File: config.mk
export PLATFORM = sky130hd
export DESIGN_NAME = doubly_linked_char_list_unit
export DESIGN_NICKNAME = d
export VERILOG_FILES = /design/src/sv/dll_pkg.sv /design/src/sv/dll_node_ram.sv /design/src/sv/dll_ctrl.sv /design/src/sv/doubly_linked_char_list_unit.sv
export SDC_FILE = /design/constraint.sdc
export NUM_CORES = 1
export LEC_CHECK = 0
export ABC_CLOCK_PERIOD_IN_PS = 11000
export BUFFER_PORTS_ARGS = -buffer_cell sky130_fd_sc_hd__buf_4
export CELL_PAD_IN_SITES_DETAIL_PLACEMENT = 1
export CELL_PAD_IN_SITES_GLOBAL_PLACEMENT = 2
export CORE_MARGIN = 4
export CORE_UTILIZATION = 25
export DETAILED_ROUTE_END_ITERATION = 7
export PLACE_DENSITY = 0.47
export SYNTH_ARGS = -nofsm -noshare
export SYNTH_HDL_FRONTEND = slang
export SYNTH_HIERARCHICAL = 1
export SYNTH_SLANG_ARGS = --single-unit
File: constraint.sdc
create_clock -name clock -period 11 [get_ports clock]
set_input_delay 2.2 -clock clock [delete_from_list [all_inputs] [get_ports clock]]
set_output_delay 2.2 -clock clock [all_outputs]
set_load 0.005 [all_outputs]
File: src/sv/dll_pkg.sv
// ============================================================================
// dll_pkg: shared types and constants for the linked byte list unit
// Field widths, operation and status codes, sequencer states, and the
// structs that carry node memory accesses between control and storage.
// ============================================================================
package dll_pkg;

   // Fixed field widths
   localparam int BYTE_W   = 8;
   localparam int LINK_W   = 6;
   localparam int FUNC_W   = 3;
   localparam int STAT_W   = 2;
   localparam int COUNT_W  = 6;

   // Default node pool size
   localparam int POOL_DEPTH_DEF = 32;

   // Operation codes
   typedef enum logic [FUNC_W-1:0] {
      FN_PUSH_TAIL = 3'd0,
      FN_PUSH_HEAD = 3'd1,
      FN_INSERT    = 3'd2,
      FN_DELETE    = 3'd3,
      FN_READ_FWD  = 3'd4,
      FN_READ_BWD  = 3'd5,
      FN_CLEAR     = 3'd6
   } func_type;

   // Result status codes
   typedef enum logic [STAT_W-1:0] {
      STAT_OK        = 2'd0,
      STAT_FULL      = 2'd1,
      STAT_NOT_FOUND = 2'd2,
      STAT_EMPTY     = 2'd3
   } status_type;

   // Sequencer states
   typedef enum logic [3:0] {
      ST_IDLE,
      ST_DISPATCH,
      ST_PUSH_WR,
      ST_FIND,
      ST_INS_WR,
      ST_INS_LINK,
      ST_DEL_WR,
      ST_DEL_GIVE,
      ST_WALK,
      ST_RESP
   } state_type;

   // Input item
   typedef struct packed {
      logic [FUNC_W-1:0] func;
      logic [BYTE_W-1:0] value;
      logic [BYTE_W-1:0] key;
   } req_type;

   // Result item
   typedef struct packed {
      logic [STAT_W-1:0]  status;
      logic [BYTE_W-1:0]  data;
      logic               last;
      logic [COUNT_W-1:0] count;
   } rsp_type;

   // Write side of the node memory: one port per field array
   typedef struct packed {
      logic              byte_we;
      logic [LINK_W-1:0] byte_addr;
      logic [BYTE_W-1:0] byte_data;
      logic              next_we;
      logic [LINK_W-1:0] next_addr;
      logic [LINK_W-1:0] next_data;
      logic              prev_we;
      logic [LINK_W-1:0] prev_addr;
      logic [LINK_W-1:0] prev_data;
   } pool_wr_type;

   // Registered read data of one node
   typedef struct packed {
      logic [BYTE_W-1:0] node_byte;
      logic [LINK_W-1:0] next;
      logic [LINK_W-1:0] prev;
   } pool_rd_type;

endpackage

File: src/sv/dll_node_ram.sv
// ============================================================================
// dll_node_ram: node pool storage
// Byte, forward link and back link arrays with one registered read port
// shared by all three and a separate write port per array. Forward links
// carry a valid bit per entry; an entry not written since reset or clear
// reads as its free chain value (index plus one).
// ============================================================================
module dll_node_ram #(
   parameter  int POOL_DEPTH = dll_pkg::POOL_DEPTH_DEF,
   localparam int IDX_W      = $clog2(POOL_DEPTH)
) (
   input  logic                 clock,
   input  logic                 reset,
   input  logic                 clear_links,
   input  logic [IDX_W-1:0]     rd_addr,
   input  dll_pkg::pool_wr_type wr,
   output dll_pkg::pool_rd_type rd
);

   localparam int LINK_W = dll_pkg::LINK_W;

   logic [dll_pkg::BYTE_W-1:0] byte_mem [POOL_DEPTH];
   logic [LINK_W-1:0]          next_mem [POOL_DEPTH];
   logic [LINK_W-1:0]          prev_mem [POOL_DEPTH];

   logic [POOL_DEPTH-1:0]      next_vld_ff, next_vld_in;
   logic                       rd_vld_ff;
   logic [IDX_W-1:0]           rd_addr_ff;
   logic [dll_pkg::BYTE_W-1:0] rd_byte_ff;
   logic [LINK_W-1:0]          rd_next_ff;
   logic [LINK_W-1:0]          rd_prev_ff;

   // Memory arrays: writes and registered reads
   always_ff @(posedge clock) begin
      if (wr.byte_we) begin
         byte_mem[wr.byte_addr[IDX_W-1:0]] <= wr.byte_data;
      end
      if (wr.next_we) begin
         next_mem[wr.next_addr[IDX_W-1:0]] <= wr.next_data;
      end
      if (wr.prev_we) begin
         prev_mem[wr.prev_addr[IDX_W-1:0]] <= wr.prev_data;
      end
      rd_byte_ff <= byte_mem[rd_addr];
      rd_next_ff <= next_mem[rd_addr];
      rd_prev_ff <= prev_mem[rd_addr];
      rd_addr_ff <= rd_addr;
   end

   // Forward link valid bits: clear drops all, a write marks one
   always_comb begin
      next_vld_in = next_vld_ff;
      if (clear_links) begin
         next_vld_in = '0;
      end else if (wr.next_we) begin
         next_vld_in[wr.next_addr[IDX_W-1:0]] = 1'b1;
      end
   end

   always_ff @(posedge clock) begin
      if (reset) begin
         next_vld_ff <= '0;
         rd_vld_ff   <= 1'b0;
      end else begin
         next_vld_ff <= next_vld_in;
         rd_vld_ff   <= next_vld_ff[rd_addr];
      end
   end

   // Read data with free chain overlay on unwritten forward links
   always_comb begin
      rd.node_byte = rd_byte_ff;
      rd.prev      = rd_prev_ff;
      rd.next      = rd_vld_ff ? rd_next_ff : (LINK_W'(rd_addr_ff) + LINK_W'(1));
   end

endmodule

File: src/sv/dll_ctrl.sv
// ============================================================================
// dll_ctrl: list sequencer
// Holds head, tail, free chain head and node count, walks the node memory one node
// per cycle for searches and read-outs (read-outs only while the output is free),
// and sequences the link updates of each operation through the memory write ports.
// ============================================================================
module dll_ctrl #(
   parameter  int POOL_DEPTH = dll_pkg::POOL_DEPTH_DEF,
   localparam int IDX_W      = $clog2(POOL_DEPTH)
) (
   input  logic                 clock,
   input  logic                 reset,
   input  logic                 req_valid,
   output logic                 req_stall,
   input  dll_pkg::req_type     req_payload,
   input  logic                 out_free,
   output logic                 emit_valid,
   output dll_pkg::rsp_type     emit_item,
   output logic [IDX_W-1:0]     rd_addr,
   input  dll_pkg::pool_rd_type rd,
   output dll_pkg::pool_wr_type wr,
   output logic                 clear_links
);

   localparam int LINK_W = dll_pkg::LINK_W;
   localparam int CNT_W  = $clog2(POOL_DEPTH + 1);

   // Map a stored link to a pool index; out-of-range links fall to slot zero
   function automatic logic [IDX_W-1:0] slot(input logic [LINK_W-1:0] x);
      slot = (int'(x) < POOL_DEPTH) ? x[IDX_W-1:0] : '0;
   endfunction

   dll_pkg::state_type         state_ff, state_in;
   logic [IDX_W-1:0]           head_ff, head_in;
   logic [IDX_W-1:0]           tail_ff, tail_in;
   logic [IDX_W-1:0]           free_ff, free_in;
   logic [CNT_W-1:0]           count_ff, count_in;

   logic [dll_pkg::FUNC_W-1:0] func_ff, func_in;
   logic [dll_pkg::BYTE_W-1:0] value_ff, value_in;
   logic [dll_pkg::BYTE_W-1:0] key_ff, key_in;
   logic [IDX_W-1:0]           cur_ff, cur_in;
   logic [CNT_W-1:0]           k_ff, k_in;
   logic [IDX_W-1:0]           p_ff, p_in;
   logic [IDX_W-1:0]           n_ff, n_in;
   logic [LINK_W-1:0]          p_next_ff, p_next_in;
   logic [LINK_W-1:0]          p_prev_ff, p_prev_in;
   dll_pkg::status_type        status_ff, status_in;

   logic                       full;
   logic                       walk_last;
   logic                       is_fwd;
   logic [dll_pkg::BYTE_W-1:0] target;
   logic [IDX_W-1:0]           walk_next;

   assign full      = (count_ff == CNT_W'(POOL_DEPTH));
   assign walk_last = ((k_ff + CNT_W'(1)) == count_ff);
   assign is_fwd    = (func_ff == dll_pkg::FN_READ_FWD);
   assign target    = (func_ff == dll_pkg::FN_INSERT) ? key_ff : value_ff;
   assign walk_next = is_fwd ? slot(rd.next) : slot(rd.prev);
   assign req_stall = (state_ff != dll_pkg::ST_IDLE);

   // Next state, list bookkeeping and memory accesses
   always_comb begin
      state_in    = state_ff;
      head_in     = head_ff;
      tail_in     = tail_ff;
      free_in     = free_ff;
      count_in    = count_ff;
      func_in     = func_ff;
      value_in    = value_ff;
      key_in      = key_ff;
      cur_in      = cur_ff;
      k_in        = k_ff;
      p_in        = p_ff;
      n_in        = n_ff;
      p_next_in   = p_next_ff;
      p_prev_in   = p_prev_ff;
      status_in   = status_ff;
      rd_addr     = cur_ff;
      wr          = '0;
      clear_links = 1'b0;
      emit_valid  = 1'b0;
      emit_item   = '0;

      case (state_ff)
         dll_pkg::ST_IDLE: begin
            if (req_valid) begin
               func_in  = req_payload.func;
               value_in = req_payload.value;
               key_in   = req_payload.key;
               state_in = dll_pkg::ST_DISPATCH;
            end
         end

         // Check the early-out cases and start the needed memory read
         dll_pkg::ST_DISPATCH: begin
            state_in  = dll_pkg::ST_RESP;
            status_in = dll_pkg::STAT_OK;
            case (func_ff)
               dll_pkg::FN_PUSH_TAIL, dll_pkg::FN_PUSH_HEAD: begin
                  if (full) begin
                     status_in = dll_pkg::STAT_FULL;
                  end else begin
                     rd_addr  = free_ff;
                     state_in = dll_pkg::ST_PUSH_WR;
                  end
               end
               dll_pkg::FN_INSERT: begin
                  if (count_ff == '0) begin
                     status_in = dll_pkg::STAT_EMPTY;
                  end else if (full) begin
                     status_in = dll_pkg::STAT_FULL;
                  end else begin
                     rd_addr  = head_ff;
                     cur_in   = head_ff;
                     k_in     = '0;
                     state_in = dll_pkg::ST_FIND;
                  end
               end
               dll_pkg::FN_DELETE: begin
                  if (count_ff == '0) begin
                     status_in = dll_pkg::STAT_EMPTY;
                  end else begin
                     rd_addr  = head_ff;
                     cur_in   = head_ff;
                     k_in     = '0;
                     state_in = dll_pkg::ST_FIND;
                  end
               end
               dll_pkg::FN_READ_FWD, dll_pkg::FN_READ_BWD: begin
                  if (count_ff == '0) begin
                     status_in = dll_pkg::STAT_EMPTY;
                  end else begin
                     rd_addr  = is_fwd ? head_ff : tail_ff;
                     cur_in   = is_fwd ? head_ff : tail_ff;
                     k_in     = '0;
                     state_in = dll_pkg::ST_WALK;
                  end
               end
               dll_pkg::FN_CLEAR: begin
                  clear_links = 1'b1;
                  head_in     = '0;
                  tail_in     = '0;
                  free_in     = '0;
                  count_in    = '0;
               end
               default: begin
               end
            endcase
         end

         // Take the free head node and link it at one end
         dll_pkg::ST_PUSH_WR: begin
            free_in      = slot(rd.next);
            count_in     = count_ff + CNT_W'(1);
            wr.byte_we   = 1'b1;
            wr.byte_addr = LINK_W'(free_ff);
            wr.byte_data = value_ff;
            if (count_ff == '0) begin
               head_in = free_ff;
               tail_in = free_ff;
            end else if (func_ff == dll_pkg::FN_PUSH_TAIL) begin
               wr.prev_we   = 1'b1;
               wr.prev_addr = LINK_W'(free_ff);
               wr.prev_data = LINK_W'(tail_ff);
               wr.next_we   = 1'b1;
               wr.next_addr = LINK_W'(tail_ff);
               wr.next_data = LINK_W'(free_ff);
               tail_in      = free_ff;
            end else begin
               wr.next_we   = 1'b1;
               wr.next_addr = LINK_W'(free_ff);
               wr.next_data = LINK_W'(head_ff);
               wr.prev_we   = 1'b1;
               wr.prev_addr = LINK_W'(head_ff);
               wr.prev_data = LINK_W'(free_ff);
               head_in      = free_ff;
            end
            state_in = dll_pkg::ST_RESP;
         end

         // Search from the head, one node per cycle
         dll_pkg::ST_FIND: begin
            if (rd.node_byte == target) begin
               p_in      = cur_ff;
               p_next_in = rd.next;
               p_prev_in = rd.prev;
               if (func_ff == dll_pkg::FN_INSERT) begin
                  rd_addr  = free_ff;
                  state_in = dll_pkg::ST_INS_WR;
               end else begin
                  state_in = dll_pkg::ST_DEL_WR;
               end
            end else if (walk_last) begin
               status_in = dll_pkg::STAT_NOT_FOUND;
               state_in  = dll_pkg::ST_RESP;
            end else begin
               rd_addr = slot(rd.next);
               cur_in  = slot(rd.next);
               k_in    = k_ff + CNT_W'(1);
            end
         end

         // New node after the found one: its own fields first
         dll_pkg::ST_INS_WR: begin
            n_in         = free_ff;
            free_in      = slot(rd.next);
            count_in     = count_ff + CNT_W'(1);
            wr.byte_we   = 1'b1;
            wr.byte_addr = LINK_W'(free_ff);
            wr.byte_data = value_ff;
            wr.prev_we   = 1'b1;
            wr.prev_addr = LINK_W'(free_ff);
            wr.prev_data = LINK_W'(p_ff);
            if (p_ff == tail_ff) begin
               tail_in = free_ff;
            end else begin
               wr.next_we   = 1'b1;
               wr.next_addr = LINK_W'(free_ff);
               wr.next_data = p_next_ff;
            end
            state_in = dll_pkg::ST_INS_LINK;
         end

         // Then the neighbors' links; tail equal to the new node means it was appended
         dll_pkg::ST_INS_LINK: begin
            wr.next_we   = 1'b1;
            wr.next_addr = LINK_W'(p_ff);
            wr.next_data = LINK_W'(n_ff);
            if (tail_ff != n_ff) begin
               wr.prev_we   = 1'b1;
               wr.prev_addr = LINK_W'(slot(p_next_ff));
               wr.prev_data = LINK_W'(n_ff);
            end
            state_in = dll_pkg::ST_RESP;
         end

         // Unlink the found node
         dll_pkg::ST_DEL_WR: begin
            if (count_ff == CNT_W'(1)) begin
               head_in = '0;
               tail_in = '0;
            end else if (p_ff == head_ff) begin
               head_in = slot(p_next_ff);
            end else if (p_ff == tail_ff) begin
               tail_in = slot(p_prev_ff);
            end else begin
               wr.next_we   = 1'b1;
               wr.next_addr = LINK_W'(slot(p_prev_ff));
               wr.next_data = p_next_ff;
               wr.prev_we   = 1'b1;
               wr.prev_addr = LINK_W'(slot(p_next_ff));
               wr.prev_data = p_prev_ff;
            end
            state_in = dll_pkg::ST_DEL_GIVE;
         end

         // Return it to the front of the free chain
         dll_pkg::ST_DEL_GIVE: begin
            wr.next_we   = 1'b1;
            wr.next_addr = LINK_W'(p_ff);
            wr.next_data = LINK_W'(free_ff);
            free_in      = p_ff;
            count_in     = count_ff - CNT_W'(1);
            state_in     = dll_pkg::ST_RESP;
         end

         // Read-out: one byte per transfer; read address holds while stalled
         dll_pkg::ST_WALK: begin
            if (out_free) begin
               emit_valid       = 1'b1;
               emit_item.status = dll_pkg::STAT_OK;
               emit_item.data   = rd.node_byte;
               emit_item.last   = walk_last;
               emit_item.count  = dll_pkg::COUNT_W'(count_ff);
               if (walk_last) begin
                  state_in = dll_pkg::ST_IDLE;
               end else begin
                  rd_addr = walk_next;
                  cur_in  = walk_next;
                  k_in    = k_ff + CNT_W'(1);
               end
            end
         end

         // Single result
         dll_pkg::ST_RESP: begin
            if (out_free) begin
               emit_valid       = 1'b1;
               emit_item.status = status_ff;
               emit_item.data   = '0;
               emit_item.last   = 1'b1;
               emit_item.count  = dll_pkg::COUNT_W'(count_ff);
               state_in         = dll_pkg::ST_IDLE;
            end
         end

         default: begin
            state_in = dll_pkg::ST_IDLE;
         end
      endcase
   end

   // Control registers
   always_ff @(posedge clock) begin
      if (reset) begin
         state_ff <= dll_pkg::ST_IDLE;
         head_ff  <= '0;
         tail_ff  <= '0;
         free_ff  <= '0;
         count_ff <= '0;
      end else begin
         state_ff <= state_in;
         head_ff  <= head_in;
         tail_ff  <= tail_in;
         free_ff  <= free_in;
         count_ff <= count_in;
      end
   end

   // Operation and walk registers
   always_ff @(posedge clock) begin
      func_ff   <= func_in;
      value_ff  <= value_in;
      key_ff    <= key_in;
      cur_ff    <= cur_in;
      k_ff      <= k_in;
      p_ff      <= p_in;
      n_ff      <= n_in;
      p_next_ff <= p_next_in;
      p_prev_ff <= p_prev_in;
      status_ff <= status_in;
   end

endmodule

File: src/sv/doubly_linked_char_list_unit.sv
// ============================================================================
// doubly_linked_char_list_unit: doubly linked byte list in a node pool
// Push at either end, insert after a key, delete by value, read out in
// either direction, and clear, over a pool of POOL_DEPTH nodes.
// ============================================================================
// One operation is in flight at a time; req_stall is high from the transfer
// until the last result has entered the output register. The node memory has
// one registered read port, and searches and read-outs follow one link per
// cycle through it, read-outs only while the output register is free. A
// read-out returns count results, one per cycle without output stalls. The
// output register lets a result wait while the next request is taken. No
// clearing pass is needed after reset or clear: the forward links carry
// per-entry valid bits.
// ============================================================================
module doubly_linked_char_list_unit #(
   parameter int POOL_DEPTH = dll_pkg::POOL_DEPTH_DEF
) (
   input  logic             clock,
   input  logic             reset,
   input  logic             req_valid,
   output logic             req_stall,
   input  dll_pkg::req_type req_payload,
   output logic             rsp_valid,
   input  logic             rsp_stall,
   output dll_pkg::rsp_type rsp_payload
);

   localparam int IDX_W = $clog2(POOL_DEPTH);

   logic                 out_free;
   logic                 emit_valid;
   dll_pkg::rsp_type     emit_item;
   logic [IDX_W-1:0]     rd_addr;
   dll_pkg::pool_rd_type rd;
   dll_pkg::pool_wr_type wr;
   logic                 clear_links;

   logic                 rsp_valid_ff;
   dll_pkg::rsp_type     rsp_payload_ff;

   dll_ctrl #(
      .POOL_DEPTH (POOL_DEPTH)
   ) u_ctrl (
      .clock       (clock),
      .reset       (reset),
      .req_valid   (req_valid),
      .req_stall   (req_stall),
      .req_payload (req_payload),
      .out_free    (out_free),
      .emit_valid  (emit_valid),
      .emit_item   (emit_item),
      .rd_addr     (rd_addr),
      .rd          (rd),
      .wr          (wr),
      .clear_links (clear_links)
   );

   dll_node_ram #(
      .POOL_DEPTH (POOL_DEPTH)
   ) u_ram (
      .clock       (clock),
      .reset       (reset),
      .clear_links (clear_links),
      .rd_addr     (rd_addr),
      .wr          (wr),
      .rd          (rd)
   );

   // Output register: free when empty or when its result transfers now
   assign out_free = !rsp_valid_ff || !rsp_stall;

   always_ff @(posedge clock) begin
      if (reset) begin
         rsp_valid_ff <= 1'b0;
      end else if (emit_valid) begin
         rsp_valid_ff <= 1'b1;
      end else if (!rsp_stall) begin
         rsp_valid_ff <= 1'b0;
      end
   end

   always_ff @(posedge clock) begin
      if (emit_valid) begin
         rsp_payload_ff <= emit_item;
      end
   end

   assign rsp_valid   = rsp_valid_ff;
   assign rsp_payload = rsp_payload_ff;

endmodule

Word-level counts from Yosys, hierarchy flattened
Memories as Yosys holds them, arrays and structs flattened. A register that Yosys moved wholly into a read port is not among the register bits. Cells that the tools add are included.

Muxes and demuxes: 97. Magnitude comparators: 7. Reduce and logical (&&, ||, !) cells: 29. Bitwise operators: 1. $add $sub $neg: 4. Equal/unequal tests: 42.

Operators by type and width (count): $mux 5 (28); $mux 26 (4); $pmux 5 s3 (5); $pmux 13 s5 (1); $pmux 13 s4 (1); $mux 6 (8); $mux 4 (10); $pmux 5 s4 (2); $pmux 6 s3 (2); $pmux 17 s2 (1); $or 32x32->32 (1); $pmux 4 s8 (1); $mux 15 (2); $mux 13 (2); $lt 6x6->1 const B (4); $mux 24 (1); $mux 17 (1); $eq 4x3->1 const B (4); $mux 1 (16); $pmux 4 s4 (1); $add 6x1->6 const B (2); $lt 5x6->1 const B (2); $ne 3x1->1 const B (4); $pmux 6 s2 (1); other kinds (43) (76).

Memories: 3. Bits in registers: 135. RAM bits: 640. Word-level logic and storage cells: 206. Input bits: 23.

Memories: u_ram.byte_mem (depth 32, width 8, rd ports 1, clocked after memory_dff 1, wr ports 1, line dll_node_ram.sv:22) `logic [dll_pkg::BYTE_W-1:0] byte_mem [POOL_DEPTH];`; u_ram.next_mem (depth 32, width 6, rd ports 1, clocked after memory_dff 1, wr ports 1, line dll_node_ram.sv:23) `logic [LINK_W-1:0] next_mem [POOL_DEPTH];`; u_ram.prev_mem (depth 32, width 6, rd ports 1, clocked after memory_dff 1, wr ports 1, line dll_node_ram.sv:24) `logic [LINK_W-1:0] prev_mem [POOL_DEPTH];`.

Depth between registers and ports, before layout
Gate-level depths: netlist of run 1.

Depth after elaboration: 11. Mapped depth: 18. Gate-level depth less buffers: 14.

Modules after synthesis
Netlist of run 1, hierarchy kept.

By module, submodules not included: dll_node_ram (cells an instance 1187, instances 1, area an instance 26636.8 um2); dll_ctrl (cells an instance 700, instances 1, area an instance 5995.8 um2); doubly_linked_char_list_unit (cells an instance 21, instances 1, area an instance 543.0 um2).

Worst setup path before layout of run 1
Ideal clock, no wire load.

Path kind: input port to flip-flop. Start point: in rsp_stall. End point: reg u_ram/rd_byte_ff[0] in the netlist's numbering, read port of u_ram.byte_mem. Stages: 10. Arrival time: 5.029 ns. Setup time: 0.121 ns. Data required time: 10.879 ns. Path slack: 5.850 ns. Path buffers: 3. Cell sequence: nand2_1 clkbuf_1 o21ai_1 o21ai_0 a221o_1 buf_6 clkbuf_1 mux4_2 mux4_2 mux2_2.

Word-level cells in the longest chain between the ends: 4.

RTL lines: start: declaration (line doubly_linked_char_list_unit.sv:24) `input logic rsp_stall,`; $logic_not 1->1; $logic_or 1x1->1 (line doubly_linked_char_list_unit.sv:70) `assign out_free = !rsp_valid_ff || !rsp_stall;`; $mux 5; $pmux 5 s3 (line dll_ctrl.sv:86) `case (state_ff)`; named net rd_addr[0] (line doubly_linked_char_list_unit.sv:33) `logic [IDX_W-1:0] rd_addr;`; end: declaration (line dll_node_ram.sv:29) `logic [dll_pkg::BYTE_W-1:0] rd_byte_ff;`.

The timed path passes the listed nets, and every way through them passes these cells. A chain may end at the register's enable or synchronous reset.

Final worst setup path of run 1
Start point: reg u_ctrl/func_ff[1] in the netlist's numbering. End point: reg u_ram.rd_next_ff[2], read port of u_ram.next_mem.

Word-level cells in the longest chain between the ends: 5. Elaborated cells between the ends (all ways): 19. Classes of those cells: eq/ne (6); mux (10); reduce/logical (3).

RTL lines: start: declaration (line dll_ctrl.sv:39) `logic [dll_pkg::FUNC_W-1:0] func_ff, func_in;`; start signal: assignment (line dll_ctrl.sv:324) `func_ff <= func_in;`; $eq 3x2->1 or $eq 3x3->1 (tied branches); $mux 8 (tied with other cells) (line dll_ctrl.sv:59) `assign target = (func_ff == dll_pkg::FN_INSERT) ? key_ff : value_ff;`; $eq 8x8->1 (tied with other cells) (line dll_ctrl.sv:185) `if (rd.node_byte == target) begin`; $mux 5 (tied with other cells) (line dll_ctrl.sv:185); $pmux 5 s3 * (line dll_ctrl.sv:86); named net rd_addr[0] (line doubly_linked_char_list_unit.sv:33); end: declaration (line dll_node_ram.sv:30) `logic [LINK_W-1:0] rd_next_ff;`.

Mark *: on every way through the listed nets, which the timed path passes. The rest lies on a longest branch.

==> flow_summary.ini, run 1 <==
[run_status]
outcome = finished, final reports clean

[timing]
grt_setup_unrepaired = false
worst_slack_ns = 4.859
finalHoldViolCount = 0
hold_slack_ns = 0.4621
finalMaxSlewViolations = 0
fmax_mhz = 162.8
setup_tns_ns = 0
finalClockSkew_ns = 0.04434
tightest_slew_ns = 1.326
fin_crit_sh_pct = 55.82
period_needed_ns = 6.141
setup_viol = 0
max-slew-margin-rel_pct = 11.59

[worst_setup_path]
max_stage_delay_ns = 0.81
cp.required_ns = 11.57
r2r-start = u_ctrl/func_ff[1]
start_kind = flop
crit_top_cell = mux4_2
slowest_stage = edfxtp_1
crit_type = flop to flop
reg2reg_depth = 11
critPathTopFamily = multiplexers
critical_path.startpoint = u_ctrl/func_ff[1]
r2r_end = u_ram/rd_next_ff[2]
crit_buf_inv = 1
critical_path.cell_chain = nor3b_2 > nand3_1 > a22oi_1 > nand2_1 > nor2_4 > mux2i_1 > a221o_4 > buf_12 > mux4_2 > mux4_2 > mux2_2
arrival_ns = 6.71
end_kind = flop
r2r_slack_ns = 4.86
path_max_fanout = 84

[power]
p_int_w = 0.006898
pwr-share-comb_pct = 36.2
p_clk_share_pct = 28.5
leakage_nw = 12.11
p_sw_share_pct = 32.70
power_frac_seq_pct = 35.3
power_switching_w = 0.003352
power_density_nw_per_um2 = 265.3
vdd_drop_max_uv = 207.0

[clock_network]
clk_path_buf_depth = 3
cts.repair_timing.setup_buffer_count = 0
ctsHoldBuffers = 0
clock_latency_ns = 0.70
cts_resized = 0
cts_root_buf = clkbuf_16
cts_sinks = 795
cts_tree = done
cts_max_level = 3
cts_buffers = 91
clk_pin_slew_ns = 0.06

[routing]
antenna_left = 0
drtPass1Iterations = 5
routed_wl_um = 98010
post-route-drc-count = 0
drt_iter0_markers = 1290
vias = 17930
drt-wirelength-per-cell_um = 25.70
viasPerCell = 4.701

[synthesis]
synth_area_um2 = 33150
ys_warn_count = 6
synth_nets = 1932
synth_area_per_cell_um2 = 17.41
synth_cells = 1904

[floorplan]
die_x_um = 372.1
initial_core_util_pct = 25.18
row_count = 133
core-area_um2 = 131600
dieArea_um2 = 138500
ios = 42
fp.dieH_um = 372.1

[place]
portBuffers = 41
gp_congestion = 0.7600
pre_cts_ws_ns = 4.227
dpl.hpwl_um = 62720

[global_routing]
grt_max_degree = 86
grt_pass1_wl_um = 142200
grt_pass1_vias = 19410
antenna_found_initial = 0
overflow = 0
track_usage_pct = 14.26

[hold_path]
hold_path_depth = 1
min_from = u_ram/next_vld_ff[26]
hold_path.class = flop to flop
hold_end = u_ram/next_vld_ff[26]

[cells_and_area]
layout-drive-gt1-share_pct = 24.64
syn_to_final_growth_pct = 16.57
final_nets = 2012

[run]
max_cap_viol_count = 0
[power by group through the flow]
| stage | clock [W] | combinational [W] | sequential [W] |
|---|---|---|---|
| after floorplan | 0 | 0.00267 | 0.00357 |
| after global placement | 0 | 0.00382 | 0.00369 |
| after detailed placement | 0 | 0.00382 | 0.00368 |
| after CTS | 0.00303 | 0.00383 | 0.00362 |
| after global routing | 0.00316 | 0.00401 | 0.00363 |
| final | 0.00292 | 0.00371 | 0.00362 |
[cells in the final DEF, fill, tap and decap left out, types with 5 or more instances in the layout]
cell / n
a31oi_1: 7
nand3_1: 28
nor2b_1: 18
dfxtp_1: 84
clkbuf_8: 6
o221ai_2: 6
o21a_1: 34
clkinv_1: 8
a211o_1: 5
mux2_2: 22
nand2_1: 80
nand3b_1: 18
nand2b_1: 13
or3_1: 8
nor2_1: 147
or3b_2: 8
a211oi_1: 5
a22o_1: 5
and3_1: 16
clkinv_2: 17
buf_4: 97
nor3_1: 26
xnor2_1: 26
inv_1: 25
o31ai_1: 5
nor4_1: 6
a21oi_1: 42
mux2i_1: 28
mux4_2: 206
o21ai_0: 37
clkbuf_1: 32
a222oi_1: 6
a21o_1: 9
ha_1: 5
edfxtp_1: 711
a221oi_1: 26
xor2_1: 16
a22oi_1: 7
clkbuf_16: 93
and2_1: 20
[cell type report]
cell class                 count  area, um2
timing repair buffer          99      768.2
fill                       13490      92990
clock inverter                36      317.8
clock buffer                 131       2530
multi-input combinational    972       9702
sequential                   795      23030
inverter                      25      93.84
antenna                        1      2.502
tap                         1755       2196
[state kept, by name, summed over array words and instances (netlist names), 6 cells and up]
register	count
u_ram/byte_mem	256
u_ram/prev_mem	192
u_ram/rd_prev_ff	6
u_ram/rd_next_ff	6
u_ctrl/k_ff	6
u_ctrl/key_ff	8
u_ram/next_mem	192
u_ctrl/p_next_ff	6
rsp_payload	17
u_ctrl/p_prev_ff	6
u_ram/next_vld_ff	32
u_ctrl/count_ff	6
u_ram/rd_byte_ff	8
u_ctrl/value_ff	8
[metrics by stage]
step	utilization (%)	area [um2]	instances	total power [W]
floorplan	-	33150	1904	0.006246
global placement	27.19	35780	3646	0.007502
detailed placement	27.19	35780	3646	0.007503
CTS	29.35	38630	3813	0.01048
global route	29.35	38640	3813	0.01080
finish	29.36	38640	3814	0.01025
[routing by layer]
metal | share of wire [%] | track usage (%) | wire length (um)
met1 | 45 | 19.05 | 44220
met2 | 49 | 23.77 | 47690
met3 | 3.9 | 2.446 | 3794
met5 | 0 | 0 | 0
met4 | 2.4 | 4.245 | 2308
[worst max path at each step]
stage | to | slack, ns | cells past startpoint
after floorplan | u_ram/rd_byte_ff[0] | 5.85 | 10
after CTS | u_ram/rd_next_ff[2] | 4.66 | 11
after global placement | u_ram/rd_next_ff[2] | 4.29 | 9
final | u_ram/rd_next_ff[2] | 4.86 | 11
after global routing | u_ram/rd_next_ff[2] | 4.36 | 11
after detailed placement | u_ram/rd_next_ff[2] | 4.23 | 9
(Power assumes the default switching activity.)
==> inputs of run 2 (changes only) <==
--- a/config.mk
+++ b/config.mk
@@ -5,14 +5,14 @@
 export SDC_FILE = /design/constraint.sdc
 export NUM_CORES = 1
 export LEC_CHECK = 0
-export ABC_CLOCK_PERIOD_IN_PS = 11000
+export ABC_CLOCK_PERIOD_IN_PS = 5350
 export BUFFER_PORTS_ARGS = -buffer_cell sky130_fd_sc_hd__buf_4
 export CELL_PAD_IN_SITES_DETAIL_PLACEMENT = 1
 export CELL_PAD_IN_SITES_GLOBAL_PLACEMENT = 2
 export CORE_MARGIN = 4
 export CORE_UTILIZATION = 25
 export DETAILED_ROUTE_END_ITERATION = 7
-export PLACE_DENSITY = 0.47
+export PLACE_DENSITY = 0.49
 export SYNTH_ARGS = -nofsm -noshare
 export SYNTH_HDL_FRONTEND = slang
 export SYNTH_HIERARCHICAL = 1
==> constraint.sdc (replaced) <==
create_clock -name clock -period 5.35 [get_ports clock]
set_input_delay 1.07 -clock clock [delete_from_list [all_inputs] [get_ports clock]]
set_output_delay 1.07 -clock clock [all_outputs]
set_load 0.005 [all_outputs]
==> flow_summary.ini, run 2 (same netlist as run 1, synthesis figures left out) <==
[worst_setup_path]
end_kind = flop
start_kind = flop
arrival_ns = 5.42
critical_path.startpoint = u_ctrl/k_ff[0]
path_max_fanout = 25
r2r-start = u_ctrl/k_ff[0]
crit_type = flop to flop
cp.required_ns = 5.92

[timing]
tightest_slew_ns = 1.279
fin_crit_sh_pct = 90.66
grt_setup_unrepaired = false
max-slew-margin-rel_pct = 14.75
setup_viol = 0
finalClockSkew_ns = 0.05568
fmax_mhz = 206.2
period_needed_ns = 4.850
finalHoldViolCount = 0
finalMaxSlewViolations = 0
worst_slack_ns = 0.4999
setup_tns_ns = 0

[routing]
antenna_left = 0
drtPass1Iterations = 7
drt_iter0_markers = 1399
viasPerCell = 4.711
post-route-drc-count = 0
drt-wirelength-per-cell_um = 25.01
routed_wl_um = 97450
vias = 18350

[clock_network]
cts_sinks = 795
clock_latency_ns = 0.70
cts.repair_timing.setup_buffer_count = 0
cts_buffers = 92
cts_tree = done
clk_path_buf_depth = 3
cts_max_level = 3
cts_resized = 0
ctsHoldBuffers = 0
cts_root_buf = clkbuf_16
clk_pin_slew_ns = 0.05

[floorplan]
initial_core_util_pct = 25.18
row_count = 133
dieArea_um2 = 138500
fp.dieH_um = 372.1
core-area_um2 = 131600
ios = 42
die_x_um = 372.1

[place]
placed_cell_area_um2 = 36490
placed_cells_incl_taps = 3723
dpl.hpwl_um = 64830
portBuffers = 41
pre_cts_ws_ns = 0.4863
gp_congestion = 0.7889

[run_status]
outcome = finished, final reports clean

[global_routing]
grt_pass1_vias = 19830
overflow = 0
antenna_found_initial = 1
grt_pass1_wl_um = 141800
grt_max_degree = 55
track_usage_pct = 14.08

[cells_and_area]
fin_cells = 3896
n_fill_cell = 13520
layout-drive-gt1-share_pct = 27.90
fin_area_um2 = 39570
final_nets = 2090
layout_common_cells = edfxtp_1 (711), mux4_2 (206), buf_4 (163)
largest_register_ffs = 256
syn_to_final_growth_pct = 19.38
mostFrequentLayoutCell = edfxtp_1

[hold_path]
min_from = u_ram/next_vld_ff[1]
hold_path.class = flop to flop

[power]
power_density_nw_per_um2 = 551.5
leakage_nw = 12.64
vdd_drop_max_uv = 400.0

[run]
max_cap_viol_count = 0
[run 2: routing by layer]
metal / GRT usage (%) / wire (um) / vias up
li1: - / - / 8020
met1: 19.38 / 45390 / 9876
met2: 22.91 / 46510 / 343
met3: 2.159 / 3402 / 115
met4: 4.365 / 2149 / 0
met5: 0 / 0 / -
[run 2: stage by stage]
step | utilization (%) | power (W) | hold slack, ns
floorplan | - | 0.01284 | 0.4002
global placement | 27.72 | 0.01575 | 0.4423
detailed placement | 27.72 | 0.01579 | 0.4535
CTS | 30.06 | 0.02225 | 0.4672
global route | 30.06 | 0.02294 | 0.4795
finish | 30.06 | 0.02182 | 0.4619
[run 2: path summary, 6_finish.rpt]
check | endpoint | slack [ns] | cells after the start
max | u_ram/rd_next_ff[3] | 0.50 | 12
min | u_ram/next_vld_ff[1] | 0.46 | 1
max reg2reg | u_ram/rd_next_ff[3] | 0.50 | 12
min reg2reg | u_ram/next_vld_ff[1] | 0.46 | 1
[run 2: final cells by class]
type,count,area [um2],share of cell area [%]
multi-input combinational,972,9684,24.47
clock buffer,122,2535,6.406
clock inverter,50,545.5,1.379
timing repair buffer,176,1484,3.750
inverter,25,93.84,0.2371
tap,1755,2196,5.549
sequential,795,23030,58.20
antenna,1,2.502,0.006324
[run 2: report_power, final]
part,total (W),leakage [nW],internal (W),switching (W)
logic,0.00808,3.95,0.00397,0.00411
registers,0.00742,7.19,0.00708,0.000346
clock network,0.00632,1.50,0.00371,0.00261
[run 2: critical path, stage by stage, from the launching register on]
cell and delay (ns):
edfxtp_1 0.48, ha_1 0.31, and2_1 0.17, a211o_1 0.30, a31oi_1 0.49, o21ai_1 0.33, o21ai_0 0.42, a221o_4 0.32
buf_12 0.26, buf_12 0.25, mux4_2 0.53, mux4_2 0.53, mux2_2 0.28
==> inputs of run 3 (changes only) <==
--- a/config.mk
+++ b/config.mk
@@ -9,6 +9,7 @@
 export BUFFER_PORTS_ARGS = -buffer_cell sky130_fd_sc_hd__buf_4
 export CELL_PAD_IN_SITES_DETAIL_PLACEMENT = 1
 export CELL_PAD_IN_SITES_GLOBAL_PLACEMENT = 2
+export CORE_ASPECT_RATIO = 1.75
 export CORE_MARGIN = 4
 export CORE_UTILIZATION = 25
 export DETAILED_ROUTE_END_ITERATION = 7
==> flow_summary.ini, run 3 (same netlist as run 1, synthesis figures left out) <==
[run_status]
outcome = finished, final reports clean

[clock_network]
clock_latency_ns = 0.69
cts.repair_timing.setup_buffer_count = 0
clk_pin_slew_ns = 0.06
cts_resized = 0
cts_sinks = 795
clk_path_buf_depth = 3
cts_buffers = 77
cts_max_level = 3
ctsHoldBuffers = 0
cts_root_buf = clkbuf_16
cts_tree = done

[floorplan]
ios = 42
die_x_um = 283.3
row_count = 176
dieArea_um2 = 138700
initial_core_util_pct = 25.17
core-area_um2 = 131700
fp.dieH_um = 489.7

[power]
leakage_nw = 12.30
p_sw_share_pct = 33.33
power_switching_w = 0.007087
p_int_w = 0.01418
pwr-share-comb_pct = 38.4
p_clk_share_pct = 26.6
vdd_drop_max_uv = 318.4
power_frac_seq_pct = 34.9
power_density_nw_per_um2 = 547.2

[worst_setup_path]
r2r_slack_ns = 0.59
max_stage_delay_ns = 0.62
start_kind = flop
path_max_fanout = 28
critical_path.startpoint = u_ctrl/k_ff[0]
crit_path_end = u_ram/rd_prev_ff[4]
cp.required_ns = 5.91
end_kind = flop
r2r-start = u_ctrl/k_ff[0]
reg2reg_depth = 11
slowest_stage = mux4_2
arrival_ns = 5.32
crit_top_cell = mux4_2
critical_path.cell_chain = ha_1 > and2_1 > a211o_1 > a31oi_1 > o21ai_1 > o21ai_0 > a221o_4 > buf_12 > mux4_2 > mux4_2 > mux2_2
r2r_end = u_ram/rd_prev_ff[4]
crit_type = flop to flop

[cells_and_area]
layout.area.seq_um2 = 23030
n_fill_cell = 13540
final_nets = 2058
layout_common_cells = edfxtp_1 (711), mux4_2 (206), nor2_1 (147)
multi_input_area_um2 = 9674
mostFrequentLayoutCell = edfxtp_1
syn_to_final_growth_pct = 17.22
largest_register_ffs = 256
layout-drive-gt1-share_pct = 26.12

[timing]
hold_slack_ns = 0.4632
fmax_mhz = 210.0
setup_tns_ns = 0
grt_setup_unrepaired = false
setup_viol = 0
fin_crit_sh_pct = 89.01
finalClockSkew_ns = 0.03127
max-slew-margin-rel_pct = 14.45
finalHoldViolCount = 0
finalMaxSlewViolations = 0
tightest_slew_ns = 1.283
period_needed_ns = 4.762

[global_routing]
overflow = 0
track_usage_pct = 14.61
antenna_found_initial = 3
grt_max_degree = 50
grt_pass1_vias = 20230
grt_pass1_wl_um = 147800

[place]
gp_congestion = 0.7614
dpl.hpwl_um = 70890
portBuffers = 41

[routing]
routed_wl_um = 102400
drt-wirelength-per-cell_um = 27.04
viasPerCell = 4.783
vias = 18110
drt_iter0_markers = 1147
post-route-drc-count = 0
drtPass1Iterations = 5
antenna_left = 0

[hold_path]
min_from = u_ram/next_vld_ff[23]
hold_path.class = flop to flop

[run]
max_cap_viol_count = 0
## run 3: power by group through the flow
stage | logic, W | registers (W) | clock network (W)
after floorplan | 0.00550 | 0.00734 | 0
after global placement | 0.00836 | 0.00758 | 0
after detailed placement | 0.00844 | 0.00757 | 0
after CTS | 0.00846 | 0.00744 | 0.00587
after global routing | 0.00873 | 0.00746 | 0.00610
final | 0.00817 | 0.00742 | 0.00566
## run 3: worst min path at each step
stage,endpoint,slack [ns],cells past startpoint
after floorplan,u_ctrl/p_prev_ff[0],0.40,0
after global placement,u_ram/next_vld_ff[6],0.44,1
after detailed placement,u_ctrl/p_prev_ff[4],0.45,0
after CTS,u_ram/next_vld_ff[3],0.47,1
after global routing,u_ram/next_vld_ff[6],0.48,1
final,u_ram/next_vld_ff[23],0.46,1
## run 3: critical path, delay by kind of cell, from the launching register on
kind,cells,cell delay [ns]
muxes,3,1.45
and+or+nand+nor,1,0.16
AOI/OAI and AO/OA,5,1.88
DFF,1,0.48
buffers and inverters,1,0.30
adders and majority gates,1,0.30
## run 3: metrics by stage
stage / power, W / cell area [um2] / setup slack (ns) / cells / utilization, %
floorplan: 0.01284 / 33150 / 1.168 / 1904 / -
global placement: 0.01594 / 36270 / 0.6100 / 3642 / 27.54
detailed placement: 0.01601 / 36270 / 0.5603 / 3642 / 27.54
CTS: 0.02178 / 38860 / 0.5576 / 3785 / 29.51
global route: 0.02228 / 38860 / 0.4004 / 3786 / 29.51
finish: 0.02126 / 38860 / 0.5878 / 3786 / 29.51
## run 3: layout make-up
cell class                      count  share of cell area (%)
Inverter                           25                  0.2415
Tap cell                         1691                   5.445
Multi-Input combinational cell    972                   24.90
Clock inverter                     48                   1.465
Timing Repair Buffer              159                   3.490
Antenna cell                        1                0.006440
Sequential cell                   795                   59.27
Clock buffer                       95                   5.184
## run 3: per-layer routing
metal | routed length (um) | up-vias | global-route usage [%] | part of all wire, %
met3 | 2588 | 132 | 1.849 | 2.5
met2 | 59020 | 270 | 29.54 | 58
met1 | 37610 | 9779 | 15.45 | 37
met4 | 3145 | 0 | 4.841 | 3.1
li1 | - | 7926 | - | -
met5 | 0 | - | 0 | 0
